[config.mk]
export PLATFORM = sky130hd
export DESIGN_NAME = stepper_homing_and_position_control_unit
export DESIGN_NICKNAME = d
export VERILOG_FILES = /design/src/design/shp_pkg.sv /design/src/design/stepper_homing_and_position_control_unit.sv /design/src/design/shp_regs.sv /design/src/design/shp_mod.sv /design/src/design/shp_dp.sv /design/src/design/shp_ctrl.sv
export SDC_FILE = /design/constraint.sdc
export NUM_CORES = 1
export LEC_CHECK = 0
export BUFFER_PORTS_ARGS = -buffer_cell sky130_fd_sc_hd__buf_2
export CAP_MARGIN = 25
export CORE_MARGIN = 2
export CORE_UTILIZATION = 62
export CTS_BUF_LIST = sky130_fd_sc_hd__clkbuf_16
export DETAILED_ROUTE_END_ITERATION = 6
export PLACE_DENSITY = 0.88
export SYNTH_ARGS = -nofsm -noshare
export SYNTH_HDL_FRONTEND = slang
export SYNTH_SLANG_ARGS = --single-unit
[constraint.sdc]
create_clock -name i_clk -period 12.9 [get_ports i_clk]
set_clock_uncertainty 0.1 [all_clocks]
set_input_delay 0.645 -clock i_clk [delete_from_list [all_inputs] [get_ports i_clk]]
set_output_delay 0.645 -clock i_clk [all_outputs]
set_load 0.02 [all_outputs]
[src/design/shp_pkg.sv]
package shp_pkg;

    // Register map, word index of the APB byte address
    localparam logic [2:0] REG_STEP_PERIOD = 3'd0;
    localparam logic [2:0] REG_MOVE_COUNT  = 3'd1;
    localparam logic [2:0] REG_DEBOUNCE    = 3'd2;
    localparam logic [2:0] REG_BACKOFF     = 3'd3;
    localparam logic [2:0] REG_SETTLE      = 3'd4;

    localparam int unsigned ADDR_W = 5;

    // Reset values of the configuration registers
    localparam logic [14:0] RST_STEP_PERIOD = 15'd1000;
    localparam logic [31:0] RST_MOVE_COUNT  = 32'd0;
    localparam logic [31:0] RST_DEBOUNCE    = 32'd50000;
    localparam logic [15:0] RST_BACKOFF     = 16'd15000;
    localparam logic [15:0] RST_SETTLE      = 16'd20000;

    // Commands
    localparam logic [1:0] CMD_NONE   = 2'd0;
    localparam logic [1:0] CMD_UP     = 2'd1;
    localparam logic [1:0] CMD_DOWN   = 2'd2;
    localparam logic [1:0] CMD_RETURN = 2'd3;

    // Positions
    localparam logic [1:0] POS_MIDDLE = 2'd0;
    localparam logic [1:0] POS_UP     = 2'd1;
    localparam logic [1:0] POS_DOWN   = 2'd2;

    // Direction pin levels
    localparam logic DIR_UP   = 1'b0;
    localparam logic DIR_DOWN = 1'b1;

    typedef enum logic [2:0] {
        PH_SEEK1   = 3'd0,
        PH_BACKOFF = 3'd1,
        PH_SETTLE  = 3'd2,
        PH_FINISH  = 3'd3,
        PH_DONE    = 3'd4
    } t_phase;

    typedef enum logic [1:0] {
        ST_IDLE = 2'd0,
        ST_MOD  = 2'd1,
        ST_EXEC = 2'd2
    } t_state;

    typedef struct packed {
        logic [14:0] step_period;
        logic [31:0] move_count;
        logic [31:0] debounce;
        logic [15:0] backoff;
        logic [15:0] settle;
    } t_cfg;

    // Controller to datapath
    typedef struct packed {
        logic load;   // capture input beat, start the modulo
        logic exec;   // commit one control pass
    } t_dp_cmd;

    // Datapath to controller
    typedef struct packed {
        logic mod_done;
    } t_dp_stat;

endpackage

[src/design/stepper_homing_and_position_control_unit.sv]
// Stepper homing and position control.
// Input channel (i_in_valid / o_in_ready) carries one control-loop pass per
// beat: microsecond time, raw active-low limit button and command. Output
// channel (o_out_valid / i_out_ready) returns one beat per pass with the
// step and direction levels, move idle and homing done flags and position.
// A pass runs the bit-serial remainder of time by the step period, then the
// controller sees the remainder finish and commits the pass.
// One pass is in flight at a time and the next beat is taken the cycle after
// the commit, so a new beat is not accepted before the last pass commits.
// Configuration sits on the APB port, registers at byte addresses 0, 4, 8,
// 12 and 16; write it only while the block is idle.
// Reset returns the homing sequence to its start and the registers to their
// defaults. If the receiver stalls, the result holds on the output and the
// next pass is accepted and computed, waiting to commit until the pending
// beat is taken.
module stepper_homing_and_position_control_unit
    import shp_pkg::*;
(
    input  logic              i_clk,
    input  logic              i_rst_n,
    input  logic              i_in_valid,
    output logic              o_in_ready,
    input  logic [31:0]       i_now_us,
    input  logic              i_button_level,
    input  logic [1:0]        i_command,
    output logic              o_out_valid,
    input  logic              i_out_ready,
    output logic              o_step_level,
    output logic              o_dir_level,
    output logic              o_move_idle,
    output logic              o_homing_done,
    output logic [1:0]        o_position,
    input  logic              psel,
    input  logic              penable,
    input  logic              pwrite,
    input  logic [ADDR_W-1:0] paddr,
    input  logic [31:0]       pwdata,
    output logic [31:0]       prdata,
    output logic              pready
);

    t_cfg     w_cfg;
    t_dp_cmd  w_cmd;
    t_dp_stat w_stat;

    shp_regs u_regs (
        .i_clk   (i_clk),
        .i_rst_n (i_rst_n),
        .psel    (psel),
        .penable (penable),
        .pwrite  (pwrite),
        .paddr   (paddr),
        .pwdata  (pwdata),
        .prdata  (prdata),
        .pready  (pready),
        .o_cfg   (w_cfg)
    );

    shp_ctrl u_ctrl (
        .i_clk       (i_clk),
        .i_rst_n     (i_rst_n),
        .i_in_valid  (i_in_valid),
        .o_in_ready  (o_in_ready),
        .o_out_valid (o_out_valid),
        .i_out_ready (i_out_ready),
        .i_stat      (w_stat),
        .o_cmd       (w_cmd)
    );

    shp_dp u_dp (
        .i_clk          (i_clk),
        .i_rst_n        (i_rst_n),
        .i_cfg          (w_cfg),
        .i_cmd          (w_cmd),
        .o_stat         (w_stat),
        .i_now_us       (i_now_us),
        .i_button_level (i_button_level),
        .i_command      (i_command),
        .o_step_level   (o_step_level),
        .o_dir_level    (o_dir_level),
        .o_move_idle    (o_move_idle),
        .o_homing_done  (o_homing_done),
        .o_position     (o_position)
    );

endmodule

[src/design/shp_regs.sv]
module shp_regs
    import shp_pkg::*;
(
    input  logic                i_clk,
    input  logic                i_rst_n,
    input  logic                psel,
    input  logic                penable,
    input  logic                pwrite,
    input  logic [ADDR_W-1:0]   paddr,
    input  logic [31:0]         pwdata,
    output logic [31:0]         prdata,
    output logic                pready,
    output t_cfg                o_cfg
);

    t_cfg       r_cfg;
    logic       w_wr;
    logic [2:0] w_idx;

    assign pready = 1'b1;
    assign w_wr   = psel && penable && pwrite;
    assign w_idx  = paddr[ADDR_W-1:2];

    // Register writes
    always_ff @(posedge i_clk) begin
        if (!i_rst_n) begin
            r_cfg.step_period <= RST_STEP_PERIOD;
            r_cfg.move_count  <= RST_MOVE_COUNT;
            r_cfg.debounce    <= RST_DEBOUNCE;
            r_cfg.backoff     <= RST_BACKOFF;
            r_cfg.settle      <= RST_SETTLE;
        end else if (w_wr) begin
            unique case (w_idx)
                REG_STEP_PERIOD: r_cfg.step_period <= pwdata[14:0];
                REG_MOVE_COUNT:  r_cfg.move_count  <= pwdata;
                REG_DEBOUNCE:    r_cfg.debounce    <= pwdata;
                REG_BACKOFF:     r_cfg.backoff     <= pwdata[15:0];
                REG_SETTLE:      r_cfg.settle      <= pwdata[15:0];
                default: ;
            endcase
        end
    end

    // Read mux
    always_comb begin
        unique case (w_idx)
            REG_STEP_PERIOD: prdata = {17'd0, r_cfg.step_period};
            REG_MOVE_COUNT:  prdata = r_cfg.move_count;
            REG_DEBOUNCE:    prdata = r_cfg.debounce;
            REG_BACKOFF:     prdata = {16'd0, r_cfg.backoff};
            REG_SETTLE:      prdata = {16'd0, r_cfg.settle};
            default:         prdata = 32'd0;
        endcase
    end

    assign o_cfg = r_cfg;

endmodule

[src/design/shp_mod.sv]
module shp_mod
    import shp_pkg::*;
(
    input  logic        i_clk,
    input  logic        i_rst_n,
    input  logic        i_start,
    input  logic [31:0] i_dividend,
    input  logic [14:0] i_divisor,
    output logic [14:0] o_rem,
    output logic        o_done
);

    // Restoring remainder, one dividend bit per cycle
    logic [31:0] r_dvd;
    logic [14:0] r_rem;
    logic [4:0]  r_cnt;
    logic        r_busy;
    logic        r_done;
    logic [15:0] w_shift;
    logic [15:0] w_diff;
    logic [14:0] n_rem;

    assign w_shift = {r_rem, r_dvd[31]};
    assign w_diff  = w_shift - {1'b0, i_divisor};
    assign n_rem   = (w_shift >= {1'b0, i_divisor}) ? w_diff[14:0] : w_shift[14:0];

    // Control of the iteration
    always_ff @(posedge i_clk) begin
        if (!i_rst_n) begin
            r_busy <= 1'b0;
            r_done <= 1'b0;
            r_cnt  <= 5'd0;
        end else if (i_start) begin
            r_busy <= 1'b1;
            r_done <= 1'b0;
            r_cnt  <= 5'd0;
        end else if (r_busy) begin
            r_cnt <= r_cnt + 5'd1;
            if (r_cnt == 5'd31) begin
                r_busy <= 1'b0;
                r_done <= 1'b1;
            end
        end
    end

    // Remainder and dividend shift
    always_ff @(posedge i_clk) begin
        if (i_start) begin
            r_dvd <= i_dividend;
            r_rem <= 15'd0;
        end else if (r_busy) begin
            r_dvd <= {r_dvd[30:0], 1'b0};
            r_rem <= n_rem;
        end
    end

    assign o_rem  = r_rem;
    assign o_done = r_done;

endmodule

[src/design/shp_dp.sv]
module shp_dp
    import shp_pkg::*;
(
    input  logic        i_clk,
    input  logic        i_rst_n,
    input  t_cfg        i_cfg,
    input  t_dp_cmd     i_cmd,
    output t_dp_stat    o_stat,
    input  logic [31:0] i_now_us,
    input  logic        i_button_level,
    input  logic [1:0]  i_command,
    output logic        o_step_level,
    output logic        o_dir_level,
    output logic        o_move_idle,
    output logic        o_homing_done,
    output logic [1:0]  o_position
);

    // Captured input beat
    logic [31:0] r_t;
    logic        r_lvl;
    logic [1:0]  r_cmd;

    // Control state
    t_phase      r_phase,     n_phase;
    logic [15:0] r_hcnt,      n_hcnt;
    logic [31:0] r_mcnt,      n_mcnt;
    logic [1:0]  r_pos,       n_pos;
    logic [31:0] r_release,   n_release;
    logic        r_step,      n_step;
    logic        r_dir,       n_dir;
    logic        r_done,      n_done;

    logic [14:0] w_rem;
    logic        w_mod_done;
    logic        w_wave;
    logic        w_press;
    logic [31:0] w_elapsed;
    logic        w_move;
    logic        w_move_dir;
    logic [1:0]  w_move_pos;

    shp_mod u_mod (
        .i_clk      (i_clk),
        .i_rst_n    (i_rst_n),
        .i_start    (i_cmd.load),
        .i_dividend (i_now_us),
        .i_divisor  (i_cfg.step_period),
        .o_rem      (w_rem),
        .o_done     (w_mod_done)
    );

    assign o_stat.mod_done = w_mod_done;

    // Step wave level from the remainder
    assign w_wave = (i_cfg.step_period == 15'd0) ? 1'b0
                  : (w_rem > {1'b0, i_cfg.step_period[14:1]});

    // Debounced press, valid when the pass samples the button
    assign w_elapsed = r_t - r_release;
    assign w_press   = !r_lvl && (w_elapsed > i_cfg.debounce);

    always_ff @(posedge i_clk) begin
        if (i_cmd.load) begin
            r_t   <= i_now_us;
            r_lvl <= i_button_level;
            r_cmd <= i_command;
        end
    end

    // Move selection after homing
    always_comb begin
        w_move     = 1'b0;
        w_move_dir = DIR_UP;
        w_move_pos = POS_MIDDLE;
        priority if (r_cmd == CMD_UP && r_pos != POS_UP) begin
            w_move     = 1'b1;
            w_move_dir = DIR_UP;
            w_move_pos = POS_UP;
        end else if (r_cmd == CMD_DOWN && r_pos != POS_DOWN) begin
            w_move     = 1'b1;
            w_move_dir = DIR_DOWN;
            w_move_pos = POS_DOWN;
        end else if (r_cmd == CMD_RETURN && r_pos == POS_UP) begin
            w_move     = 1'b1;
            w_move_dir = DIR_DOWN;
            w_move_pos = POS_MIDDLE;
        end else if (r_cmd == CMD_RETURN && r_pos == POS_DOWN) begin
            w_move     = 1'b1;
            w_move_dir = DIR_UP;
            w_move_pos = POS_MIDDLE;
        end else begin
            w_move = 1'b0;
        end
    end

    // Next state of one control pass
    always_comb begin
        n_phase   = r_phase;
        n_hcnt    = r_hcnt;
        n_mcnt    = r_mcnt;
        n_pos     = r_pos;
        n_release = r_release;
        n_step    = r_step;
        n_dir     = r_dir;
        n_done    = r_done;
        unique case (r_phase)
            PH_SEEK1: begin
                n_dir  = DIR_DOWN;
                n_step = w_wave;
                if (r_lvl) begin
                    n_release = r_t;
                end else if (w_press) begin
                    n_phase = PH_BACKOFF;
                end
            end
            PH_BACKOFF: begin
                if (r_hcnt < i_cfg.backoff) begin
                    n_dir  = DIR_UP;
                    n_step = w_wave;
                    n_hcnt = r_hcnt + 16'd1;
                end else begin
                    n_dir  = DIR_DOWN;
                    n_step = w_wave;
                    if (r_lvl) begin
                        n_release = r_t;
                    end else if (w_press) begin
                        n_phase = PH_SETTLE;
                        n_hcnt  = 16'd0;
                    end
                end
            end
            PH_SETTLE: begin
                if (r_hcnt < i_cfg.settle) begin
                    n_dir  = DIR_UP;
                    n_step = w_wave;
                    n_hcnt = r_hcnt + 16'd1;
                end else begin
                    n_phase = PH_FINISH;
                end
            end
            PH_FINISH: begin
                n_phase = PH_DONE;
                n_pos   = POS_MIDDLE;
                n_hcnt  = 16'd0;
            end
            PH_DONE: begin
                if (w_move) begin
                    if (r_mcnt < i_cfg.move_count) begin
                        n_done = 1'b0;
                        n_dir  = w_move_dir;
                        n_step = w_wave;
                        n_mcnt = r_mcnt + 32'd1;
                    end else begin
                        n_step = 1'b0;
                        n_mcnt = 32'd0;
                        n_pos  = w_move_pos;
                        n_done = 1'b1;
                    end
                end
            end
            default: n_phase = PH_DONE;
        endcase
    end

    always_ff @(posedge i_clk) begin
        if (!i_rst_n) begin
            r_phase   <= PH_SEEK1;
            r_hcnt    <= 16'd0;
            r_mcnt    <= 32'd0;
            r_pos     <= POS_MIDDLE;
            r_release <= 32'd0;
            r_step    <= 1'b0;
            r_dir     <= 1'b0;
            r_done    <= 1'b0;
        end else if (i_cmd.exec) begin
            r_phase   <= n_phase;
            r_hcnt    <= n_hcnt;
            r_mcnt    <= n_mcnt;
            r_pos     <= n_pos;
            r_release <= n_release;
            r_step    <= n_step;
            r_dir     <= n_dir;
            r_done    <= n_done;
        end
    end

    // State changes only on a pass, which waits for the output to drain,
    // so the registers themselves hold the pending result.
    assign o_step_level  = r_step;
    assign o_dir_level   = r_dir;
    assign o_move_idle   = r_done;
    assign o_homing_done = (r_phase == PH_DONE);
    assign o_position    = r_pos;

endmodule

[src/design/shp_ctrl.sv]
module shp_ctrl
    import shp_pkg::*;
(
    input  logic     i_clk,
    input  logic     i_rst_n,
    input  logic     i_in_valid,
    output logic     o_in_ready,
    output logic     o_out_valid,
    input  logic     i_out_ready,
    input  t_dp_stat i_stat,
    output t_dp_cmd  o_cmd
);

    t_state r_state, n_state;
    logic   r_out_valid, n_out_valid;

    // Next state
    always_comb begin
        n_state = r_state;
        unique case (r_state)
            ST_IDLE: if (i_in_valid) n_state = ST_MOD;
            ST_MOD:  if (i_stat.mod_done) n_state = ST_EXEC;
            ST_EXEC: if (!r_out_valid || i_out_ready) n_state = ST_IDLE;
            default: n_state = ST_IDLE;
        endcase
    end

    // Outputs and commands
    always_comb begin
        o_in_ready = (r_state == ST_IDLE);
        o_cmd.load = (r_state == ST_IDLE) && i_in_valid;
        o_cmd.exec = (r_state == ST_EXEC) && (!r_out_valid || i_out_ready);
        priority if (o_cmd.exec) begin
            n_out_valid = 1'b1;
        end else if (i_out_ready) begin
            n_out_valid = 1'b0;
        end else begin
            n_out_valid = r_out_valid;
        end
    end

    always_ff @(posedge i_clk) begin
        if (!i_rst_n) begin
            r_state     <= ST_IDLE;
            r_out_valid <= 1'b0;
        end else begin
            r_state     <= n_state;
            r_out_valid <= n_out_valid;
        end
    end

    assign o_out_valid = r_out_valid;

endmodule

==> flow_metrics.env, run 1 <==
export IMPL_worstPathRequired_ps=13220
export IMPL_leakage_nw=7.552
export IMPL_synth_edff_count=67
export IMPL_postPlaceCellArea_sq_mm=0.01759
export IMPL_status="finished, final reports clean"
export IMPL_ys_flop_type="dfxtp_1"
export IMPL_wl_per_cell_microns=17.66
export IMPL_synth_top_area_frac=0.2677
export IMPL_fillers=2026
export IMPL_setup_viol=0
export IMPL_period_minus_slack_ps=6440
export IMPL_hold_ws_ps=167.7
export IMPL_tightestPinTransition_ps=955.9
export IMPL_finalCritPeriodShare=0.4993
export IMPL_met3_usage=0.04607
export IMPL_post_place_ws_ps=6597
export IMPL_stdcell_count=2435
export IMPL_core_region_area_sq_mm=0.02673
export IMPL_fin_nets=2295
export IMPL_seq_power_share=0.458
export IMPL_fmax_ghz=0.1553
export IMPL_setup_ws_ps=6460
export IMPL_die_h_microns=168.4
export IMPL_syn2layout_area_growth_pct=10.92
export IMPL_n_antenna_cell=0
export IMPL_fp_dieW_microns=168.4
export IMPL_cts_max_level=1
export IMPL_max_clock_path_buffers=3
export IMPL_cts_hold_buffers_added=0
export IMPL_final_util=0.6953
export IMPL_worst_setup_path_end_kind="flip-flop"
export IMPL_critPathKind="flip-flop to flip-flop"
export IMPL_p_clk_frac=0.385
export IMPL_antenna_found_initial=0
export IMPL_cts_buffers_inserted=30
export IMPL_dp_cells=2377
export IMPL_grtUsageTotal=0.2957
export IMPL_use_met1=0.3886
export IMPL_port_buffers=116
export IMPL_p_comb_frac=0.157
export IMPL_cts_setup_buffers=0
export IMPL_power_per_cell_area_mw_per_mm2=116.9
export IMPL_synth_warnings=0
export IMPL_synth_top_area_cell="dfxtp_1"
export IMPL_viasPerCell=5.964
export IMPL_ys_types=74
export IMPL_max_vdd_ir_drop_mv=0.1379
export IMPL_synth_common_cells="nand2_1, dfxtp_1, inv_1"
export IMPL_ant_nets=0
export IMPL_dieArea_sq_mm=0.02835
export IMPL_cp_max_fo=16
export IMPL_grt_pass1_wl_microns=68670
export IMPL_synth_area_leaders="dfxtp_1, edfxtp_1, ha_1, nand2_1, a21boi_0"
export IMPL_met2_usage=0.4949
export IMPL_overflow=0
export IMPL_avgSynthCellArea_sq_um=8.431
export IMPL_dpl_hpwl_microns=30910
export IMPL_grt_busiest_layer="met2"
export IMPL_synthCells=1987
export IMPL_cap_violations=0
export IMPL_drt_initial_drc_count=1404
export IMPL_cts_root_buf="clkbuf_16"
export IMPL_grt_pass1_vias=13900
export IMPL_synthesis_nets=2212
export IMPL_gp_congestion=0.9397
export IMPL_cts_num_sinks=291
export IMPL_drt_wl_total_microns=43010
export IMPL_cts_tree="yes"
export IMPL_hold_viol_final=0
export IMPL_start_util=0.6268
export IMPL_relSlewSlack=0.3589
export IMPL_power_switching_mw=0.5877
export IMPL_pin_count=120
export IMPL_tns_ps=0
export IMPL_drive_gt1_frac=0.09694
export IMPL_drc=0
export IMPL_internal_power_mw=1.584
export IMPL_drv_slew=0
export IMPL_async_flop_share=0
export IMPL_final_area_sq_mm=0.01858
export IMPL_syn_area_sq_mm=0.01675
export IMPL_total_power_mw=2.172
export IMPL_grt_max_degree=86
export IMPL_rsz0062_at_grt="no"
export IMPL_rows=60
export IMPL_swShare=0.2706
export IMPL_min_path_type="primary input to flip-flop"
export IMPL_arrival_ps=6760
export IMPL_path_clk_slew_ps=60
export IMPL_via_count=14520
export IMPL_first_pass_iters=6
export IMPL_worst_skew_pair_late_latency_ps=560
export IMPL_synth_most_common_cell="nand2_1"
export IMPL_yosysSeqAreaShare=0.3878
export IMPL_cts_resized=0
export IMPL_ys_seq_elements=291
export IMPL_cp_start_kind="flip-flop"
[kinds of logic (layout without fill, tap and decap cells)]
kind of cell / Yosys count / in the layout / synth area share
compound gates: 460 / 460 / 0.1932
xor+xnor: 81 / 81 / 0.04235
fa+ha+maj: 147 / 147 / 0.1105
buf+inv: 261 / 368 / 0.05915
flops: 291 / 291 / 0.3878
mux: 31 / 31 / 0.01852
other cells: 1 / 1 / 0.0002238
simple gates: 715 / 715 / 0.1882
[per-layer routing]
metal / vias up / wire (microns)
met3: 123 / 3418
met1: 6789 / 17760
met2: 634 / 20270
met5: - / 0
met4: 0 / 1554
li1: 6976 / -
[layout by cell type (no fill, tap or decap), drive strengths merged, types with 36 or more instances in the layout]
| cell type | count |
|---|---|
| dfxtp | 224 |
| a21boi | 127 |
| ha | 144 |
| buf | 133 |
| a21o | 52 |
| edfxtp | 67 |
| nand3 | 36 |
| xnor2 | 50 |
| a21oi | 77 |
| o21ai | 67 |
| nand2 | 433 |
| inv | 186 |
| nor2 | 106 |
[flip-flops by register name, summed over array words and instances, names as in the netlist]
register and cells:
u_ctrl.o_out_valid 1, u_ctrl.r_state 2, u_dp.o_dir_level 1, u_dp.o_move_idle 1, u_dp.o_position 2, u_dp.o_step_level 1
u_dp.r_cmd 2, u_dp.r_hcnt 16, u_dp.r_lvl 1, u_dp.r_mcnt 32, u_dp.r_phase 3, u_dp.r_release 32
u_dp.r_t 32, u_dp.u_mod.o_done 1, u_dp.u_mod.o_rem 15, u_dp.u_mod.r_busy 1, u_dp.u_mod.r_cnt 5, u_dp.u_mod.r_dvd 32
u_regs.o_cfg 111
[power by group through the flow]
stage / sequential, mW / clock (mW) / combinational, mW
floorplan: 1.01 / 0 / 0.246
global placement: 1.01 / 0 / 0.316
detailed placement: 1.01 / 0 / 0.331
CTS: 0.995 / 0.843 / 0.334
global route: 0.999 / 0.879 / 0.375
finish: 0.995 / 0.836 / 0.340
[final timing paths]
check	slack, ps	cells after the start	end	from
worst min register to register	360	2	u_dp.o_dir_level$_SDFFE_PN0P_	u_dp.o_dir_level$_SDFFE_PN0P_
worst max-delay path	6460	22	u_dp.r_hcnt[2]$_SDFFE_PN0P_	u_dp.r_t[0]$_DFFE_PP_
worst min-delay path	170	1	u_dp.r_cmd[0]$_DFFE_PP_	i_command[0]
worst max register to register	6460	22	u_dp.r_hcnt[2]$_SDFFE_PN0P_	u_dp.r_t[0]$_DFFE_PP_
[final cells by class]
type / count / area (sq um) / area share
Timing Repair Buffer: 133 / 765.7 / 0.04121
Multi-Input combinational cell: 1435 / 9280 / 0.4994
Sequential cell: 291 / 6496 / 0.3496
Tap cell: 341 / 426.7 / 0.02296
Inverter: 179 / 673.1 / 0.03623
Clock buffer: 31 / 775.7 / 0.04175
Clock inverter: 25 / 163.9 / 0.008821
[critical path, cell delays in order, from the launching register on]
cell and delay (ps):
edfxtp_1 390, inv_1 70, ha_1 150, inv_1 60
fa_1 410, a211oi_1 320, o21ai_1 190, nand3b_1 120
o211ai_1 140, o31a_1 290, o22a_1 210, a31oi_2 290
o211ai_1 190, o41ai_2 260, xnor2_1 100, ha_1 310
nand4_1 170, nor4_1 590, o21ai_0 220, a21oi_1 690
o21ai_1 290, o21ai_2 610, nor2_1 130
Power figures use the tool's default switching activity.
==> inputs of run 2 (changes only) <==
--- a/config.mk
+++ b/config.mk
@@ -5,13 +5,14 @@
 export SDC_FILE = /design/constraint.sdc
 export NUM_CORES = 1
 export LEC_CHECK = 0
+export ABC_AREA = 1
 export BUFFER_PORTS_ARGS = -buffer_cell sky130_fd_sc_hd__buf_2
 export CAP_MARGIN = 25
 export CORE_MARGIN = 2
-export CORE_UTILIZATION = 62
+export CORE_UTILIZATION = 56
 export CTS_BUF_LIST = sky130_fd_sc_hd__clkbuf_16
 export DETAILED_ROUTE_END_ITERATION = 6
-export PLACE_DENSITY = 0.88
+export PLACE_DENSITY = 0.84
 export SYNTH_ARGS = -nofsm -noshare
 export SYNTH_HDL_FRONTEND = slang
 export SYNTH_SLANG_ARGS = --single-unit
==> constraint.sdc (replaced) <==
create_clock -name i_clk -period 5.6 [get_ports i_clk]
set_clock_uncertainty 0.1 [all_clocks]
set_input_delay 0.28 -clock i_clk [delete_from_list [all_inputs] [get_ports i_clk]]
set_output_delay 0.28 -clock i_clk [all_outputs]
set_load 0.02 [all_outputs]
==> run 2 against run 1 <==
Compared with the run above:
- critical path depth is 3 higher
- maximum frequency is 47% higher
- flip-flop and latch count stayed put
- synthesized cell count is 19% higher
- sequential power is 140% higher
- total power is 140% higher
- worst setup slack worse by 5200 ps
- clock-buffer cell count is 1 higher
- largest cell class unchanged
==> flow_metrics.env, run 2 <==
export IMPL_status="finished, final reports clean"
export IMPL_final_common_cell="nand2_1"
export IMPL_final_cell_mix="nand2_1, inv_1, dfxtp_1"
export IMPL_tns_ps=0
export IMPL_die_h_microns=180.3
export IMPL_drc=0
export IMPL_yosysSeqAreaShare=0.3733
export IMPL_leakage_nw=9.127
export IMPL_drv_slew=0
export IMPL_synth_area_leaders="dfxtp_1, nand2_1, edfxtp_1, ha_1, inv_1"
export IMPL_dpl_hpwl_microns=34080
export IMPL_cts_root_buf="clkbuf_16"
export IMPL_core_region_area_sq_mm=0.03059
export IMPL_cts_num_sinks=291
export IMPL_synthCells=2361
export IMPL_rows=64
export IMPL_worstPathRequired_ps=6000
export IMPL_power_per_cell_area_mw_per_mm2=268.2
export IMPL_viasPerCell=5.651
export IMPL_cap_violations=0
export IMPL_synthesis_nets=2586
export IMPL_port_buffers=116
export IMPL_ant_nets=0
export IMPL_cts_max_level=1
export IMPL_via_count=16550
export IMPL_r2r_start="u_dp.r_t[0]$_DFFE_PP_"
export IMPL_drt_initial_drc_count=1610
export IMPL_synth_warnings=0
export IMPL_first_pass_iters=5
export IMPL_syn2layout_area_growth_pct=13.77
export IMPL_fp_dieW_microns=180.3
export IMPL_synth_top_area_frac=0.2577
export IMPL_grt_pass1_vias=15820
export IMPL_cp_max_fo=18
export IMPL_finalCritPeriodShare=0.7830
export IMPL_reg2reg_depth=25
export IMPL_period_minus_slack_ps=4385
export IMPL_fillers=2543
export IMPL_synth_top_area_cell="dfxtp_1"
export IMPL_relSlewSlack=0.3472
export IMPL_grt_pass1_wl_microns=77150
export IMPL_dp_cells=2807
export IMPL_rrSetupSlack_ps=1220
export IMPL_cts_hold_buffers_added=65
export IMPL_ys_flop_type="dfxtp_1"
export IMPL_cts_setup_buffers=0
export IMPL_tightestPinTransition_ps=978.2
export IMPL_min_path_type="primary input to flip-flop"
export IMPL_path_clk_slew_ps=60
export IMPL_fin_nets=2734
export IMPL_n_antenna_cell=0
export IMPL_worst_skew_pair_late_latency_ps=570
export IMPL_avgSynthCellArea_sq_um=7.370
export IMPL_routed_top_layer="met4"
export IMPL_overflow=0
export IMPL_synth_common_cells="nand2_1, inv_1, dfxtp_1"
export IMPL_async_flop_share=0
export IMPL_max_clock_path_buffers=3
export IMPL_wl_met2_microns=21600
export IMPL_cts_tree="yes"
export IMPL_max_vdd_ir_drop_mv=0.2928
export IMPL_wl_per_cell_microns=16.09
export IMPL_largest_register_ffs=111
export IMPL_cp_start_kind="flip-flop"
export IMPL_antenna_found_initial=0
export IMPL_grtUsageTotal=0.2840
export IMPL_cts_buffers_inserted=31
export IMPL_synth_edff_count=67
export IMPL_hold_ws_ps=47.88
export IMPL_setup_ws_ps=1215
export IMPL_setup_viol=0
export IMPL_rsz0062_at_grt="no"
export IMPL_gp_congestion=0.9499
export IMPL_start_util=0.5688
export IMPL_cts_resized=0
export IMPL_critPathLaunch="u_dp.r_t[0]$_DFFE_PP_"
export IMPL_grt_max_degree=89
export IMPL_ys_types=56
export IMPL_post_place_ws_ps=1224
export IMPL_drive_gt1_frac=0.09238
export IMPL_crit_end="u_dp.r_hcnt[7]$_SDFFE_PN0P_"
export IMPL_arrival_ps=4780
export IMPL_total_power_mw=5.310
export IMPL_dieArea_sq_mm=0.03250
export IMPL_drt_wl_total_microns=47130
export IMPL_worst_setup_path_end_kind="flip-flop"
export IMPL_synth_most_common_cell="nand2_1"
export IMPL_fmax_ghz=0.2281
export IMPL_drt_met1_wl_microns=20140
export IMPL_critPathKind="flip-flop to flip-flop"
export IMPL_hold_viol_final=0
export IMPL_syn_area_sq_mm=0.01740
export IMPL_stdcell_count=2929
export IMPL_met3_length_microns=3525
export IMPL_rr_endpoint="u_dp.r_hcnt[7]$_SDFFE_PN0P_"
export IMPL_pin_count=120
export IMPL_ys_seq_elements=291
run 2: worst min path at each step:
stage / from / to / slack [ps] / cells past startpoint
after floorplan: i_command[0] / u_dp.r_cmd[0]$_DFFE_PP_ / 280 / 0
after global placement: u_dp.u_mod.r_cnt[4]$_SDFFE_PP0P_ / u_dp.u_mod.r_cnt[4]$_SDFFE_PP0P_ / 350 / 2
after detailed placement: i_command[0] / u_dp.r_cmd[0]$_DFFE_PP_ / 360 / 1
after CTS: pwdata[5] / u_regs.o_cfg[5]$_SDFFE_PN1P_ / 5 / 3
after global routing: pwdata[5] / u_regs.o_cfg[5]$_SDFFE_PN1P_ / 40 / 3
final: pwdata[2] / u_regs.o_cfg[2]$_SDFFE_PN0P_ / 50 / 3
run 2: worst max-delay path: stages (launching register included):
cell and delay (ps):
edfxtp_1 390, inv_1 70, ha_1 140, inv_1 60
fa_1 400, nand3_1 100, nand2_1 100, a21boi_0 400
inv_1 110, nand3_1 90, nand3_1 170, a31oi_1 210
xnor2_1 90, ha_1 280, nand2_1 60, nor2_1 170
nand2_1 100, nor2_1 190, nand2_1 70, nand2_1 60
nand2_1 160, nand2_4 260, nand2_4 190, inv_1 170
nor2_1 60, nor2_1 110
run 2: metrics by stage:
| stage | util | area [sq um] |
|---|---|---|
| after floorplan | - | 17400 |
| after global placement | 0.5951 | 18200 |
| after detailed placement | 0.5957 | 18220 |
| after CTS | 0.6472 | 19800 |
| after global routing | 0.6472 | 19800 |
| final | 0.6472 | 19800 |
run 2: metal layers:
layer / up-vias / track usage
li1: 8110 / -
met1: 7631 / 0.3702
met2: 676 / 0.4689
met3: 134 / 0.04568
met4: 0 / 0.1194
met5: - / 0
run 2: cells by family (layout without fill, tap and decap cells):
kind of cell,after synthesis,count (layout),share of synthesized area
DFF,291,291,0.3733
AOI/OAI and AO/OA,478,478,0.1533
adders and majority gates,146,146,0.1058
xor gates and xnor gates,72,72,0.03624
buffers and inverters,381,553,0.08507
other,1,1,0.0002155
and+or+nand+nor,992,992,0.2460
run 2: power breakdown:
part	switching (mW)	internal, mW
logic	0.687	0.387
clock network	0.864	1.03
registers	0.0698	2.27
total	1.62	3.69
run 2: cell type report:
class,count,area (sq um),area share
sequential,291,6496,0.3282
clock buffer,32,800.8,0.04045
clock inverter,25,123.9,0.006257
timing repair buffer,190,1305,0.06592
tap,396,495.5,0.02503
multi-input combinational,1689,9424,0.4760
inverter,306,1151,0.05815
